## config.mk

```make
export PLATFORM = sky130hd
export DESIGN_NAME = q248_front
export DESIGN_NICKNAME = d
export VERILOG_FILES = /design/src/design/q248_pkg.sv /design/src/design/q248_front.sv
export SDC_FILE = /design/constraint.sdc
export NUM_CORES = 2
export LEC_CHECK = 0
export ABC_AREA = 0
export BUFFER_PORTS_ARGS = -buffer_cell sky130_fd_sc_hd__clkbuf_2
export CORE_MARGIN = 2
export CORE_UTILIZATION = 24
export DETAILED_ROUTE_END_ITERATION = 10
export PLACE_DENSITY = 0.45
export SYNTH_ARGS = -nofsm -noshare
export SYNTH_HDL_FRONTEND = slang
export SYNTH_SLANG_ARGS = --single-unit
```

## constraint.sdc

```tcl
create_clock -name clk_i -period 0.8 [get_ports clk_i]
set_clock_uncertainty 0.15 [all_clocks]
set_input_delay 0.08 -clock clk_i [delete_from_list [all_inputs] [get_ports clk_i]]
set_output_delay 0.08 -clock clk_i [all_outputs]
set_load 0.02 [all_outputs]
```

## src/design/q248_pkg.sv

```systemverilog
// Shared types, constants and helpers for the Q24.8 fixed-point ALU.
// Used by every module of the design; depends on nothing.
package q248_pkg;

  localparam int unsigned FRAC_BITS = 8;
  localparam int unsigned DATA_W    = 32;
  // Dividend |a| << (FRAC_BITS+1): one extra quotient bit for rounding
  localparam int unsigned DIV_W     = DATA_W + FRAC_BITS + 1;
  // front stage + one cell per quotient bit + output stage
  localparam int unsigned LATENCY   = DIV_W + 2;

  typedef enum logic [3:0] {
    MODE_ADD  = 4'd0,
    MODE_SUB  = 4'd1,
    MODE_MUL  = 4'd2,
    MODE_DIV  = 4'd3,
    MODE_MIN  = 4'd4,
    MODE_MAX  = 4'd5,
    MODE_INC  = 4'd6,
    MODE_DEC  = 4'd7,
    MODE_TOI  = 4'd8,
    MODE_FRI  = 4'd9
  } mode_e;

  typedef struct packed {
    logic [3:0]               mode;
    logic signed [DATA_W-1:0] operand_a;
    logic signed [DATA_W-1:0] operand_b;
  } in_word_t;

  typedef struct packed {
    logic signed [DATA_W-1:0] result;
    logic                     a_less;
    logic                     a_greater;
    logic                     a_equal;
    logic                     divide_by_zero;
    logic                     overflow;
  } out_word_t;

  // Front stage output: product still unrounded
  typedef struct packed {
    logic                     valid;
    logic                     is_div;
    logic                     is_mul;
    logic                     neg;
    logic                     dz;
    logic                     ovf;
    logic [DATA_W-1:0]        res;
    logic                     less;
    logic                     greater;
    logic                     equal;
    logic [2*DATA_W-1:0]      prod;
    logic [DATA_W-1:0]        den;
    logic [DIV_W-1:0]         dvd;
  } front_t;

  // Word travelling down the divider cells
  typedef struct packed {
    logic                     valid;
    logic                     is_div;
    logic                     neg;
    logic                     dz;
    logic                     ovf;
    logic [DATA_W-1:0]        res;
    logic                     less;
    logic                     greater;
    logic                     equal;
    logic [DATA_W-1:0]        den;
    logic [DATA_W-1:0]        rem;
    logic [DIV_W-1:0]         shr;   // dividend bits out, quotient bits in
  } cell_t;

  // Saturate a wide signed value to 32 bits: {overflow, result}
  function automatic logic [DATA_W:0] sat32(input logic signed [63:0] v);
    logic signed [63:0] hi;
    logic signed [63:0] lo;
    hi = 64'sd2147483647;
    lo = -64'sd2147483648;
    if (v > hi) begin
      sat32 = {1'b1, hi[DATA_W-1:0]};
    end else if (v < lo) begin
      sat32 = {1'b1, lo[DATA_W-1:0]};
    end else begin
      sat32 = {1'b0, v[DATA_W-1:0]};
    end
  endfunction

endpackage

```

## src/design/q248_front.sv

```systemverilog
// Front stage: decodes the word, does every operation but multiply and divide,
// the 32x32 magnitude product and the divider setup. Uses q248_pkg.
module q248_front
  import q248_pkg::*;
(
  input  logic     clk_i,
  input  logic     rst_ni,
  input  logic     take_i,
  input  in_word_t op_i,
  output front_t   front_o
);

  logic signed [63:0] a64, b64, val;
  logic [DATA_W-1:0]  mag_a, mag_b;
  logic [DATA_W:0]    sat;
  logic               use_sat;
  front_t             d;
  front_t             q;
  logic               valid_q;

  // Operand decode and simple operations
  always_comb begin
    a64     = {{32{op_i.operand_a[DATA_W-1]}}, op_i.operand_a};
    b64     = {{32{op_i.operand_b[DATA_W-1]}}, op_i.operand_b};
    mag_a   = op_i.operand_a[DATA_W-1] ? (~op_i.operand_a + 1'b1) : op_i.operand_a;
    mag_b   = op_i.operand_b[DATA_W-1] ? (~op_i.operand_b + 1'b1) : op_i.operand_b;
    val     = '0;
    use_sat = 1'b0;
    d       = '0;
    d.valid = take_i;
    unique case (op_i.mode)
      MODE_ADD: begin val = a64 + b64;           use_sat = 1'b1; end
      MODE_SUB: begin val = a64 - b64;           use_sat = 1'b1; end
      MODE_INC: begin val = a64 + 64'sd1;        use_sat = 1'b1; end
      MODE_DEC: begin val = a64 - 64'sd1;        use_sat = 1'b1; end
      MODE_FRI: begin val = a64 <<< FRAC_BITS;   use_sat = 1'b1; end
      MODE_MIN: val = (a64 < b64) ? a64 : b64;
      MODE_MAX: val = (a64 > b64) ? a64 : b64;
      MODE_TOI: val = a64 >>> FRAC_BITS;
      MODE_MUL: d.is_mul = 1'b1;
      MODE_DIV: d.is_div = 1'b1;
      default:  val = '0;
    endcase
    sat     = sat32(val);
    d.res   = use_sat ? sat[DATA_W-1:0] : val[DATA_W-1:0];
    d.ovf   = use_sat & sat[DATA_W];
    d.neg   = op_i.operand_a[DATA_W-1] ^ op_i.operand_b[DATA_W-1];
    d.dz    = (op_i.operand_b == '0);
    d.less    = (a64 < b64);
    d.greater = (a64 > b64);
    d.equal   = (a64 == b64);
    d.prod  = mag_a * mag_b;
    d.den   = mag_b;
    d.dvd   = {mag_a, {(FRAC_BITS+1){1'b0}}};
  end

  // Stage register: valid cleared on reset, payload free-running
  always_ff @(posedge clk_i or negedge rst_ni) begin
    if (!rst_ni) begin
      valid_q <= 1'b0;
    end else begin
      valid_q <= d.valid;
    end
  end

  always_ff @(posedge clk_i) begin
    q <= d;
  end

  always_comb begin
    front_o       = q;
    front_o.valid = valid_q;
  end

endmodule

```

==> flow_summary.ini <==
[status]
status = finished with violations
failed_checks = negative hold slack, negative setup slack

[logic_synthesis]
synth_edf_count = 0
synth.most_common_cell = inv_1
synth_area_sq_um = 42900
avgSynthCellArea_sq_um = 8.45
synth_top_area_share_pct = 41.9
ys_seq_area_share_pct = 7.89
ys_warn_count = 0
ys_ff_latch = 169
synth_common_cells = inv_1, fa_1, nor2_1
ys_types = 94
postSynthCellCount = 5083
synth_top_area_cell = fa_1
ys.flop_type = dfxtp_1
synth_area_leaders = fa_1, ha_1, inv_1
synthArstFlopShare_pct = 0.592

[floorplan]
core_area_sq_um = 178000
rows = 155
die_h_um = 427
die_w_um = 427
dieArea_sq_um = 182000
io_pins = 249
initial_utilization_pct = 24.1

[critical_path]
path_delay_family = adder cells
critical-path-slowest-cell = fa_1
cpMostUsedCell = fa_1
path_buf_inv = 10
crit_type = input port to register
crit_fanout = 10
cp-start-kind = input port
cp-end-kind = register
critical_path_arrival_ns = 9.52
critPathMaxStageDelay_ns = 0.58
worst_ep_required_time_ns = 1.10

[layout]
fin_nets = 7533
final_core_util_pct = 34.2
num-fill-cells = 18600
drive_gt1_share_pct = 31.9
regArea_sq_um = 3390
area_growth_pct = 41.6
multi_input_area_sq_um = 38200

[route]
ant_nets = 0
via_per_inst = 4.64
drc = 0
vias = 39900
routed_wl_um = 194000
drt-initial-drc-count = 2836
first_pass_iters = 7
wl_per_cell_um = 22.5

[timing]
min_period_ns = 9.22
max_clock_freq_mhz = 108
rsz0062_at_grt = true
finalCritPeriodShare_pct = 1150
slew_headroom_pct = 42.0
worstMarginPinSlew_ns = 0.866
slew_viol_final = 0
hold-worst-slack_ns = -0.138
setup_viol = 333
hold_viol_final = 9
fin_ws_ns = -8.42

[placed_design]
portBuffers = 239
hpwlAfterDp_um = 164000
gp_congestion = 0.931
place_ws_ns = -10.24

[global_route]
grt_max_degree = 28
grtUsageTotal_pct = 21.3
grt_pass1_vias = 42300
antenna_found_initial = 4
grt.overflow.total = 0
grt_pass1_wl_um = 283000

[flow_run]
cap_violations = 0

[clock_network]
cts.sinks = 169
ctsRootBufferMaster = clkbuf_16
clkTransAtPathRegs_ns = 0.08
h-tree-depth = 4
cts.path.max_buffers = 2
numCtsBuffers = 17
cts.hold.buffers_added = 5
cts_tree = built

[hold_path]
hp-class = input port to register
## kinds of logic (layout without fill, tap and decap cells)
| family | after synthesis | after routing | synth area share, % |
|---|---|---|---|
| other | 1 | 12 | 0.00873 |
| AOI/OAI and AO/OA | 623 | 623 | 9.60 |
| xor gates and xnor gates | 167 | 167 | 3.44 |
| adders and majority gates | 1228 | 1228 | 51.5 |
| buffers and inverters | 1305 | 2461 | 11.7 |
| muxes | 19 | 19 | 0.446 |
| DFF | 169 | 169 | 7.89 |
| and+or+nand+nor | 1571 | 1571 | 15.5 |
## layout make-up
cell class / count / area share (%)
sequential: 169 / 5.57
timing repair buffer: 1405 / 19.2
multi-input combinational: 3617 / 62.8
inverter: 1024 / 6.59
tap: 2355 / 4.84
antenna: 3 / 0.0123
clock buffer: 18 / 0.722
clock inverter: 14 / 0.253
## layout by cell type (no fill, tap or decap), types with 22 or more instances in the layout
cell type,n
a21o_1,38
a21oi_1,131
a21oi_2,25
buf_12,96
buf_4,980
buf_6,79
clkbuf_2,227
dfxtp_1,168
fa_1,847
fa_2,51
ha_1,274
ha_4,54
inv_1,945
inv_2,42
nand2_1,541
nand3_1,34
nand4_1,30
nor2_1,673
nor3_1,33
o21ai_0,75
o21ai_1,35
o21ai_2,25
o21bai_1,22
xnor2_1,66
xnor2_2,38
xor2_1,26
## registers in the layout, summed over array words and instances, names as in the netlist
| name | cells |
|---|---|
| valid_q | 1 |
| front_o | 168 |
## metal layers
metal	vias up	share of wire (%)	track usage, %
li1	18000	-	-
met1	20400	43	28.7
met2	1272	47	35.2
met3	244	5.7	2.87
met4	4	3.6	7.14
met5	-	0.012	0
## what timing repair did
item,4_1_cts,5_1_grt
resized for setup,283,242
setup endpoints to repair,332,333
buffers inserted,43,45
endpoints found under the hold margin,19,10
pin swaps,140,136
gates cloned,3,2
## path summary, 6_finish.rpt
check	from	to	slack [ns]	cells past startpoint
min	op_i[30]	front_o[170]	-0.14	4
max	op_i[33]	front_o[132]	-8.42	36
max in group asynchronous	rst_ni	valid_q	0.21	3
min in group asynchronous	rst_ni	valid_q	0.19	3
## metrics by stage
| step | setup TNS, ns | area [sq um] | instances |
|---|---|---|---|
| CTS | -680.27 | 59500 | 8569 |
| global route | -702.80 | 60800 | 8603 |
| global placement | -759.58 | 57000 | 8492 |
| detailed placement | -759.46 | 57000 | 8492 |
| floorplan | -596.14 | 45500 | 5091 |
| finish | -675.72 | 60800 | 8605 |
Power is left out: the tool's default activity adds up to more than one toggle a clock period on the data nets, which glitch-free logic cannot reach.
