### config.mk
export PLATFORM = sky130hd
export DESIGN_NAME = q248_div_cell
export DESIGN_NICKNAME = d
export VERILOG_FILES = /design/src/design/q248_pkg.sv /design/src/design/q248_div_cell.sv
export SDC_FILE = /design/constraint.sdc
export NUM_CORES = 1
export LEC_CHECK = 0
export BUFFER_PORTS_ARGS = -buffer_cell sky130_fd_sc_hd__buf_2
export CORE_AREA = 2 2 118 120
export CTS_CLUSTER_SIZE = 8
export DETAILED_ROUTE_END_ITERATION = 10
export DIE_AREA = 0 0 120 122
export PLACE_DENSITY = 0.83
export REMOVE_ABC_BUFFERS = 1
export SETUP_SLACK_MARGIN = 0.2
export SLEW_MARGIN = 0
export SYNTH_ARGS = -nofsm -noshare
export SYNTH_HDL_FRONTEND = slang
export SYNTH_SLANG_ARGS = --single-unit
### constraint.sdc
create_clock -name clk_i -period 0.8 [get_ports clk_i]
set_input_delay 0.2 -clock clk_i [delete_from_list [all_inputs] [get_ports clk_i]]
set_output_delay 0.2 -clock clk_i [all_outputs]
set_load 0.05 [all_outputs]
### src/design/q248_pkg.sv
// Shared types, constants and helpers for the Q24.8 fixed-point ALU.
// Used by every module of the design; depends on nothing.
package q248_pkg;

  localparam int unsigned FRAC_BITS = 8;
  localparam int unsigned DATA_W    = 32;
  // Dividend |a| << (FRAC_BITS+1): one extra quotient bit for rounding
  localparam int unsigned DIV_W     = DATA_W + FRAC_BITS + 1;
  // front stage + one cell per quotient bit + output stage
  localparam int unsigned LATENCY   = DIV_W + 2;

  typedef enum logic [3:0] {
    MODE_ADD  = 4'd0,
    MODE_SUB  = 4'd1,
    MODE_MUL  = 4'd2,
    MODE_DIV  = 4'd3,
    MODE_MIN  = 4'd4,
    MODE_MAX  = 4'd5,
    MODE_INC  = 4'd6,
    MODE_DEC  = 4'd7,
    MODE_TOI  = 4'd8,
    MODE_FRI  = 4'd9
  } mode_e;

  typedef struct packed {
    logic [3:0]               mode;
    logic signed [DATA_W-1:0] operand_a;
    logic signed [DATA_W-1:0] operand_b;
  } in_word_t;

  typedef struct packed {
    logic signed [DATA_W-1:0] result;
    logic                     a_less;
    logic                     a_greater;
    logic                     a_equal;
    logic                     divide_by_zero;
    logic                     overflow;
  } out_word_t;

  // Front stage output: product still unrounded
  typedef struct packed {
    logic                     valid;
    logic                     is_div;
    logic                     is_mul;
    logic                     neg;
    logic                     dz;
    logic                     ovf;
    logic [DATA_W-1:0]        res;
    logic                     less;
    logic                     greater;
    logic                     equal;
    logic [2*DATA_W-1:0]      prod;
    logic [DATA_W-1:0]        den;
    logic [DIV_W-1:0]         dvd;
  } front_t;

  // Word travelling down the divider cells
  typedef struct packed {
    logic                     valid;
    logic                     is_div;
    logic                     neg;
    logic                     dz;
    logic                     ovf;
    logic [DATA_W-1:0]        res;
    logic                     less;
    logic                     greater;
    logic                     equal;
    logic [DATA_W-1:0]        den;
    logic [DATA_W-1:0]        rem;
    logic [DIV_W-1:0]         shr;   // dividend bits out, quotient bits in
  } cell_t;

  // Saturate a wide signed value to 32 bits: {overflow, result}
  function automatic logic [DATA_W:0] sat32(input logic signed [63:0] v);
    logic signed [63:0] hi;
    logic signed [63:0] lo;
    hi = 64'sd2147483647;
    lo = -64'sd2147483648;
    if (v > hi) begin
      sat32 = {1'b1, hi[DATA_W-1:0]};
    end else if (v < lo) begin
      sat32 = {1'b1, lo[DATA_W-1:0]};
    end else begin
      sat32 = {1'b0, v[DATA_W-1:0]};
    end
  endfunction

endpackage

### src/design/q248_div_cell.sv
// One restoring-division cell: produces one quotient bit per word and
// hands the word to the next cell. Uses q248_pkg.
module q248_div_cell
  import q248_pkg::*;
(
  input  logic  clk_i,
  input  logic  rst_ni,
  input  cell_t cell_i,
  output cell_t cell_o
);

  logic [DATA_W-1:0] trial;
  logic              ge;
  cell_t             d;
  cell_t             q;
  logic              valid_q;

  // Shift in next dividend bit, compare, subtract
  always_comb begin
    trial = {cell_i.rem[DATA_W-2:0], cell_i.shr[DIV_W-1]};
    ge    = (trial >= cell_i.den);
    d     = cell_i;
    d.rem = ge ? (trial - cell_i.den) : trial;
    d.shr = {cell_i.shr[DIV_W-2:0], ge};
  end

  always_ff @(posedge clk_i or negedge rst_ni) begin
    if (!rst_ni) begin
      valid_q <= 1'b0;
    end else begin
      valid_q <= cell_i.valid;
    end
  end

  always_ff @(posedge clk_i) begin
    q <= d;
  end

  always_comb begin
    cell_o       = q;
    cell_o.valid = valid_q;
  end

endmodule

==> results of run 1 <==
-- cell usage after synthesis (all sizes together) (2+ instances only) --
master | count | area share [%]
o21ai | 17 | 1.6
ha | 32 | 7.7
and2 | 4 | 0.48
clkbuf | 12 | 0.86
xor2 | 10 | 1.7
mux2 | 30 | 6.5
o211ai | 6 | 0.86
a211oi | 5 | 0.96
o41ai | 3 | 0.65
o21bai | 5 | 0.72
nor2b | 5 | 0.60
buf | 5 | 0.89
inv | 37 | 2.7
nand2b | 5 | 0.60
a21oi | 33 | 3.4
nand3 | 8 | 0.77
nor4 | 2 | 0.24
and3 | 3 | 0.36
mux2i | 2 | 0.38
a21o | 8 | 1.1
xnor2 | 18 | 3.0
o21a | 6 | 0.86
dfxtp | 144 | 55
a311oi | 2 | 0.45
nor2 | 17 | 1.2
nand2 | 20 | 1.4
nand4 | 7 | 0.84
-- power by group through the flow --
stage          Sequential, uW  Clock (uW)  Combinational, uW
2_1_floorplan           10300           0               1630
3_3_place_gp             8140           0               5810
3_5_place_dp             8150           0               5890
4_1_cts                  8340        7660               7890
5_1_grt                  8510        8300               9140
6_report                 8490        8040               8940
-- metal layers --
metal | up-vias | track usage (%) | wire, um
li1 | 2675 | - | -
met4 | 0 | 28.8 | 3060
met3 | 241 | 9.74 | 3380
met1 | 3022 | 37.3 | 10500
met5 | - | 0 | 0
met2 | 611 | 64.9 | 15300
-- kinds of logic (layout without fill, tap and decap cells) --
logic type               Yosys count  count (layout)  synth area share (%)
XOR/XNOR                          28              28                  4.69
adder cells (fa/ha/maj)           33              33                  8.04
AO/OA/AOI/OAI                    101             101                  13.5
AND/OR/NAND/NOR                   74              74                  6.92
other                              0               2                     0
flip-flops                       145             145                  55.6
multiplexers                      32              32                  6.85
buffers and inverters             54             592                  4.40
-- timing repair --
item | in CTS | in global routing
buffers inserted | 8 | 9
endpoints found under the hold margin | 113 | 1
gates cloned | 2 | 1
pin swaps | 3 | 8
resized for setup | 579 | 81
setup endpoints to repair | 178 | 183
-- area by class of cell --
class / count / share of cell area, %
timing repair buffer: 523 / 43.6
sequential: 145 / 26.9
multi-input combinational: 268 / 21.2
clock buffer: 17 / 3.71
tap: 180 / 1.96
inverter: 37 / 1.30
clock inverter: 15 / 1.23
antenna: 2 / 0.0436
-- final timing paths --
kind	to	start	slack [ps]
min in group asynchronous	valid_q	rst_ni	90
max in group asynchronous	valid_q	rst_ni	600
setup / recovery	cell_o[71]	cell_i[78]	-1730
hold / removal	cell_o[92]	cell_i[92]	-9
-- metrics by stage --
| stage | setup TNS [ps] | instances | total power (uW) | hold slack [ps] | cell area, sq um |
|---|---|---|---|---|---|
| detailed placement | -66320 | 1023 | 14000 | -18.3 | 7610 |
| floorplan | -76560 | 450 | 11900 | -95.6 | 5130 |
| CTS | -89830 | 1175 | 23900 | -16.2 | 11000 |
| global placement | -65010 | 1023 | 14000 | -24.1 | 7610 |
| global route | -104440 | 1187 | 25900 | -8.87 | 11500 |
| finish | -101750 | 1187 | 25500 | -9.34 | 11500 |
-- layout by cell type, fill, tap and decap left out, drive strengths merged, types with 18 or more instances in the layout --
cell	instances
a21oi	33
buf	413
clkbuf	18
dfxtp	144
dlygate4sd3	104
ha	32
inv	46
mux2	30
nand2	20
xnor2	18
-- state kept, by name, summed over array words and instances, names as in the netlist --
signal and cells:
cell_o 144, valid_q 1
==> flow_metrics.py, run 1 <==
metrics = {
    "floorplan": {
        "fp.dieW_um": 120,
        "rows": 43,
        "core_area_sq_um": 13500,
        "pin_count": 292,
        "die-area_sq_um": 14600,
        "start_util_pct": 38.7,
        "die_h_um": 122,
    },
    "yosys": {
        "yosysWarnings": 0,
        "ys.flop_type": "dfxtp_1",
        "ys_seq_area_share_pct": 55.6,
        "synth-edff-count": 0,
        "yosysUniqueCellTypes": 57,
        "synthArstFlopShare_pct": 0.690,
        "synth-seq-cells": 145,
        "syn_inst": 467,
        "syn_area_sq_um": 5230,
        "avgSynthCellArea_sq_um": 11.2,
    },
    "clocking": {
        "clock-sinks": 145,
        "clock_tree.buffer_depth": 2,
        "cts_buffers": 17,
        "path_clk_slew_ps": 70,
        "htreeDepth": 4,
        "cts_tree": "yes",
        "root_buffer": "clkbuf_16",
        "cts_hold_buf": 110,
    },
    "timing": {
        "hold_viol": 1,
        "finalMaxSlewViolations": 0,
        "max_slew_margin_pct": 52.9,
        "worst_slack_ps": -1730,
        "fmax_mhz": 396,
        "worst_pin_slew_ps": 701,
        "hold_ws_ps": -9.34,
        "rsz0062_at_grt": "true",
        "fin_crit_ps": 2530,
        "period_share_pct": 316,
        "setup_viol": 178,
    },
    "power": {
        "seqPwrFrac_pct": 33.3,
        "powerDensity_nw_per_um2": 2220,
        "power_leakage_uw": 0.00549,
        "irDropWorstVdd_mv": 1.29,
        "pwr-share-comb_pct": 35.1,
        "switching_share_pct": 36.2,
        "p_clk_share_pct": 31.6,
        "internal_power_uw": 16200,
        "netSwitchingPower_uw": 9230,
    },
    "worst_setup_path": {
        "worstSetupPathType": "primary input to register",
        "crit_top_cell": "buf_4",
        "crit_buf_inv": 5,
        "slowest_stage": "o21ai_1",
        "crit_path_start_kind": "primary input",
        "worst-path-stages": 14,
        "crit_family": "compound AO/OA/AOI/OAI gates",
        "crit_chain": "buf_2, inv_1, ha_1, buf_4, o211ai_1, buf_4, a21oi_4, o41ai_4, buf_4, a22o_1, o21ai_1, a221oi_2, xnor2_1, mux2_4",
        "crit_arrival_ps": 2840,
        "worstPathRequired_ps": 1120,
        "cp_max_fo": 3,
        "slowest_delay_ps": 390,
        "endpoint_kind": "register",
    },
    "run_status": {
        "status": "complete, but fails checks",
        "violations": "hold timing, setup timing",
    },
    "drt": {
        "wl_per_cell_um": 27.2,
        "wl_um": 32200,
        "route.detailed.drc": 0,
        "first_pass_iters": 8,
        "detail-route-antenna-nets": 0,
        "initialDrtViolationCount": 710,
        "vias": 6549,
        "vias_per_cell": 5.52,
    },
    "placed_design": {
        "port_buffers": 290,
        "place_congestion": 0.919,
        "hpwlAfterDp_um": 13000,
        "pre_cts_ws_ps": -2130,
    },
    "global_routing": {
        "grt_max_degree": 17,
        "grt_overflow": 0,
        "antenna_found_initial": 2,
        "grt_pass1_wl_um": 40400,
        "grt.total_usage_pct": 37.0,
        "first_global_vias": 6823,
    },
    "final_layout": {
        "multi_input_area_sq_um": 2430,
        "drive_above_1_share_pct": 65.7,
        "utilization_pct": 84.9,
        "regArea_sq_um": 3090,
        "synthToLayoutAreaGrowth_pct": 119,
        "nNetsFinal": 1172,
        "num-fill-cells": 549,
    },
    "job": {
        "cap_viol_max_count": 0,
    },
    "min_path": {
        "hold_path_class": "primary input to register",
        "whs_path_depth": 2,
    },
}
Note: power is estimated with default switching activity, not from simulation.
==> run 2, diff against run 1 <==
Settings changed: CORE_AREA 2 2 118 120 to 2 2 151 94, DIE_AREA 0 0 120 122 to 0 0 153 96.
==> run 2 against run 1 <==
Net effect: the run ends with DRC, setup timing left; largest power group unchanged; critical path type unchanged; maximum frequency decreased by 3.1%; via count decreased by 0.86%; largest cell class unchanged; non-clock buffer count decreased by 14.
==> flow_metrics.py, run 2 (synthesis gave the netlist of run 1 again) <==
metrics = {
    "run_status": {
        "status": "complete, but fails checks",
        "violations": "DRC, setup timing",
    },
    "final_layout": {
        "drive_above_1_share_pct": 63.8,
        "multi_input_area_sq_um": 2290,
        "largest_register_ffs": 144,
        "synthToLayoutAreaGrowth_pct": 114,
        "utilization_pct": 83.8,
        "nNetsFinal": 1158,
        "num-fill-cells": 589,
        "regArea_sq_um": 3090,
        "layout_common_cells": "dfxtp_2, buf_2, buf_8, dlygate4sd3_1, buf_4",
    },
    "global_routing": {
        "antenna_found_initial": 1,
        "grt_pass1_wl_um": 37300,
        "grt_overflow": 0,
        "first_global_vias": 6616,
        "grt_max_degree": 17,
        "grt.total_usage_pct": 33.2,
    },
    "floorplan": {
        "rows": 33,
        "start_util_pct": 39.2,
        "fp.dieW_um": 153,
        "core_area_sq_um": 13300,
        "die-area_sq_um": 14700,
        "die_h_um": 96,
        "pin_count": 292,
    },
    "drt": {
        "initialDrtViolationCount": 895,
        "wl_per_cell_um": 24.5,
        "vias": 6493,
        "detail-route-antenna-nets": 0,
        "vias_per_cell": 5.56,
        "route.detailed.drc": 3,
        "first_pass_iters": 11,
        "wl_um": 28600,
    },
    "timing": {
        "finalMaxSlewViolations": 0,
        "period_share_pct": 326,
        "worst_slack_ps": -1810,
        "max_slew_margin_pct": 61.6,
        "hold_viol": 0,
        "setup_viol": 178,
        "fin_crit_ps": 2610,
        "worst_pin_slew_ps": 570,
        "rsz0062_at_grt": "true",
        "fmax_mhz": 384,
    },
    "placed_design": {
        "hpwlAfterDp_um": 13000,
        "place_congestion": 0.955,
        "pre_cts_ws_ps": -2040,
        "port_buffers": 290,
    },
    "worst_setup_path": {
        "crit_chain": "buf_2, inv_1, ha_1, buf_4, a21oi_1, o21ai_1, nor2_1, a22oi_1, o41ai_1, buf_4, o21bai_1, xnor2_1, mux2_4",
        "cp_max_fo": 4,
        "slowest_stage": "nor2_1",
        "crit_end": "cell_o[70]",
        "crit_top_cell": "buf_4",
        "slowest_delay_ps": 470,
        "worstSetupPathType": "primary input to register",
        "crit_path_start_kind": "primary input",
        "crit_arrival_ps": 2920,
        "crit_path_start": "cell_i[87]",
        "endpoint_kind": "register",
        "worstPathRequired_ps": 1120,
    },
    "power": {
        "power_leakage_uw": 0.00532,
        "power_uw": 25400,
        "powerDensity_nw_per_um2": 2270,
        "irDropWorstVdd_mv": 1.86,
    },
    "clocking": {
        "clock_tree.buffer_depth": 2,
        "clock-sinks": 145,
        "path_clk_slew_ps": 80,
        "cts_tree": "yes",
        "cts_buffers": 17,
        "htreeDepth": 4,
        "root_buffer": "clkbuf_16",
    },
    "job": {
        "cap_viol_max_count": 0,
    },
    "min_path": {
        "whs_path_depth": 2,
        "hold_path_class": "primary input to register",
    },
}
-- run 2: repair_timing --
item | CTS | global route
gates resized for setup | 571 | 46
gates cloned | 1 | 0
pin swaps | 4 | 0
buffers inserted | 7 | 2
endpoints found under the setup margin | 178 | 179
hold buffers | 111 | 0
endpoints found under the hold margin | 111 | 0
-- run 2: report_power, final --
group	switching, uW	leakage, uW	internal (uW)
registers	458	0.00123	7960
logic	4700	0.00380	3940
clock network	3780	0.000293	4540
-- run 2: worst min-delay path by stage --
| stage | start | end | slack, ps |
|---|---|---|---|
| 2_1_floorplan | rst_ni | valid_q | -100 |
| 3_3_place_gp | rst_ni | valid_q | -30 |
| 3_5_place_dp | rst_ni | valid_q | -20 |
| 4_1_cts | cell_i[87] | cell_o[87] | 5 |
| 5_1_grt | cell_i[87] | cell_o[87] | 8 |
| 6_report | cell_i[54] | cell_o[55] | 20 |
-- run 2: layout make-up --
class	count	area share, %
repair buffers	509	43.2
multi-input cells	268	20.5
diodes	1	0.0224
clock inverters	14	1.43
well taps	175	1.96
clock buffers	18	3.93
inverters	37	1.29
flip-flops and latches	145	27.6
-- run 2: stage by stage --
step | instances | area (sq um) | hold slack, ps | TNS [ps]
finish | 1167 | 11200 | 19.6 | -101360
global route | 1167 | 11200 | 8.17 | -104130
CTS | 1164 | 11000 | 4.88 | -88230
detailed placement | 1013 | 7570 | -24.6 | -65790
global placement | 1013 | 7570 | -25.0 | -62620
floorplan | 450 | 5130 | -95.6 | -76560
-- run 2: layer usage --
metal	vias up	GRT usage, %	wire [um]
li1	2643	-	-
met1	3023	35.0	9360
met2	593	59.6	13800
met3	234	10.2	2990
met4	0	20.8	2450
met5	-	0	0
-- run 2: critical path, delay by kind of cell --
| kind | cells | cell delay [ps] |
|---|---|---|
| adders and majority gates | 1 | 330 |
| xor gates and xnor gates | 1 | 190 |
| and+or+nand+nor | 1 | 470 |
| buffers and inverters | 4 | 550 |
| AOI/OAI and AO/OA | 5 | 870 |
| muxes | 1 | 300 |
==> run 3, diff against run 2 <==
Settings changed: SKIP_CTS_REPAIR_TIMING from default to 1.
==> run 3 against run 2 <==
Net effect: combinational power down 2.7%; die area unchanged; critical path depth grew 1; the run ends with setup timing left; largest cell class unchanged; wire length fell by 11%.
==> flow_metrics.py, run 3 (synthesis gave the netlist of run 1 again) <==
metrics = {
    "final_layout": {
        "layout.cells.non_filler": 1169,
        "n_antenna_cell": 0,
        "nNetsFinal": 1161,
        "synthToLayoutAreaGrowth_pct": 112,
        "regArea_sq_um": 3090,
        "layout_common_cells": "buf_2, dfxtp_2, dlygate4sd3_1, buf_4, buf_8",
        "stdcell_area_sq_um": 11100,
        "multi_input_area_sq_um": 2340,
        "largest_register_ffs": 144,
        "mostFrequentLayoutCell": "buf_2",
        "num-fill-cells": 616,
        "drive_above_1_share_pct": 64.2,
    },
    "floorplan": {
        "core_area_sq_um": 13300,
        "fp.dieW_um": 153,
        "rows": 33,
        "pin_count": 292,
        "start_util_pct": 39.2,
        "die_h_um": 96,
        "die-area_sq_um": 14700,
    },
    "clocking": {
        "path_clk_slew_ps": 60,
        "cts_tree": "yes",
        "cts_buffers": 17,
        "clock-sinks": 145,
        "htreeDepth": 4,
        "root_buffer": "clkbuf_16",
        "clock_tree.buffer_depth": 2,
    },
    "power": {
        "powerDensity_nw_per_um2": 2250,
        "power_uw": 24900,
        "power_leakage_uw": 0.00532,
        "pwr-share-comb_pct": 33.7,
        "irDropWorstVdd_mv": 1.47,
        "netSwitchingPower_uw": 8560,
        "internal_power_uw": 16400,
        "switching_share_pct": 34.3,
        "p_clk_share_pct": 32.7,
        "seqPwrFrac_pct": 33.6,
    },
    "min_path": {
        "hold_path_class": "primary input to register",
    },
    "worst_setup_path": {
        "slowest_delay_ps": 310,
        "crit_top_cell": "a21oi_2",
        "endpoint_kind": "register",
        "crit_arrival_ps": 2760,
        "cp_max_fo": 6,
        "slowest_stage": "ha_1",
        "worstPathRequired_ps": 1100,
        "crit_path_start_kind": "primary input",
        "worstSetupPathType": "primary input to register",
        "crit_chain": "buf_2, inv_1, ha_1, a21oi_2, buf_4, nand2_1, o21ai_0, a21oi_2, o21ai_1, a21oi_2, a211oi_4, buf_6, buf_6, mux2_4",
    },
    "global_routing": {
        "grt_max_degree": 17,
        "first_global_vias": 4822,
        "grt_overflow": 0,
        "grt_pass1_wl_um": 24500,
        "grt.total_usage_pct": 21.4,
        "antenna_found_initial": 0,
    },
    "placed_design": {
        "place_congestion": 0.955,
        "port_buffers": 290,
        "placed_cells": 1013,
        "dpl_cell_area_sq_um": 7570,
        "hpwlAfterDp_um": 13000,
    },
    "job": {
        "cap_viol_max_count": 0,
    },
    "drt": {
        "vias_per_cell": 5.29,
        "wl_per_cell_um": 21.8,
        "initialDrtViolationCount": 648,
        "route.detailed.drc": 0,
        "detail-route-antenna-nets": 0,
        "wl_um": 25500,
        "vias": 6180,
        "first_pass_iters": 5,
    },
    "timing": {
        "setup_viol": 178,
        "final.setup.tns_ps": -97420,
        "fin_crit_ps": 2460,
        "fmax_mhz": 407,
        "worst_pin_slew_ps": 553,
        "hold_viol": 0,
        "rsz0062_at_grt": "true",
        "period_share_pct": 307,
        "max_slew_margin_pct": 63.2,
        "finalMaxSlewViolations": 0,
        "worst_slack_ps": -1660,
    },
    "run_status": {
        "violations": "setup timing",
        "status": "complete, but fails checks",
    },
}
## run 3: cell count changes in the layout (fill, tap and decap cells not counted), sizes merged
cell,before,now
dlymetal6s4s,1,0
diode,1,0
dlygate4sd3,110,111
clkbuf,18,19
buf,398,400
## run 3: metrics by stage
step	worst slack (ps)	utilization (%)	hold WS (ps)
floorplan	-2350	-	-95.6
global placement	-1930	56.8	-25.0
detailed placement	-2040	56.8	-24.6
CTS	-1600	61.3	-472
global route	-1670	83.3	17.4
finish	-1660	83.3	34.2
## run 3: layer usage
layer	wire length, um	global-route usage [%]
met1	9050	27.3
met2	12600	35.9
met3	2230	5.63
met4	1560	6.94
met5	0	0
## run 3: worst paths after layout
kind	from	end	slack [ps]	cells past startpoint
worst max-delay path	cell_i[88]	cell_o[49]	-1660	14
worst min-delay path	cell_i[87]	cell_o[87]	30	2
max in group asynchronous	rst_ni	valid_q	620	2
min in group asynchronous	rst_ni	valid_q	90	2
## run 3: area by class of cell
class / count / share of cell area [%]
Timing Repair Buffer: 512 / 42.5
Sequential cell: 145 / 27.8
Multi-Input combinational cell: 268 / 21.1
Clock buffer: 18 / 3.96
Tap cell: 175 / 1.97
Clock inverter: 14 / 1.44
Inverter: 37 / 1.27
## run 3: critical path: cells and delay by family
family	cells	cell delay (ps)
AO/OA/AOI/OAI	6	1120
buffers and inverters	5	730
adder cells (fa/ha/maj)	1	310
multiplexers	1	310
AND/OR/NAND/NOR	1	70
## run 3: power by group through the flow
stage	sequential, uW	clock, uW	combinational [uW]
global route	8400	8530	8650
CTS	7980	8170	5920
finish	8370	8160	8410
global placement	8130	0	5790
floorplan	10300	0	1630
detailed placement	8130	0	5890
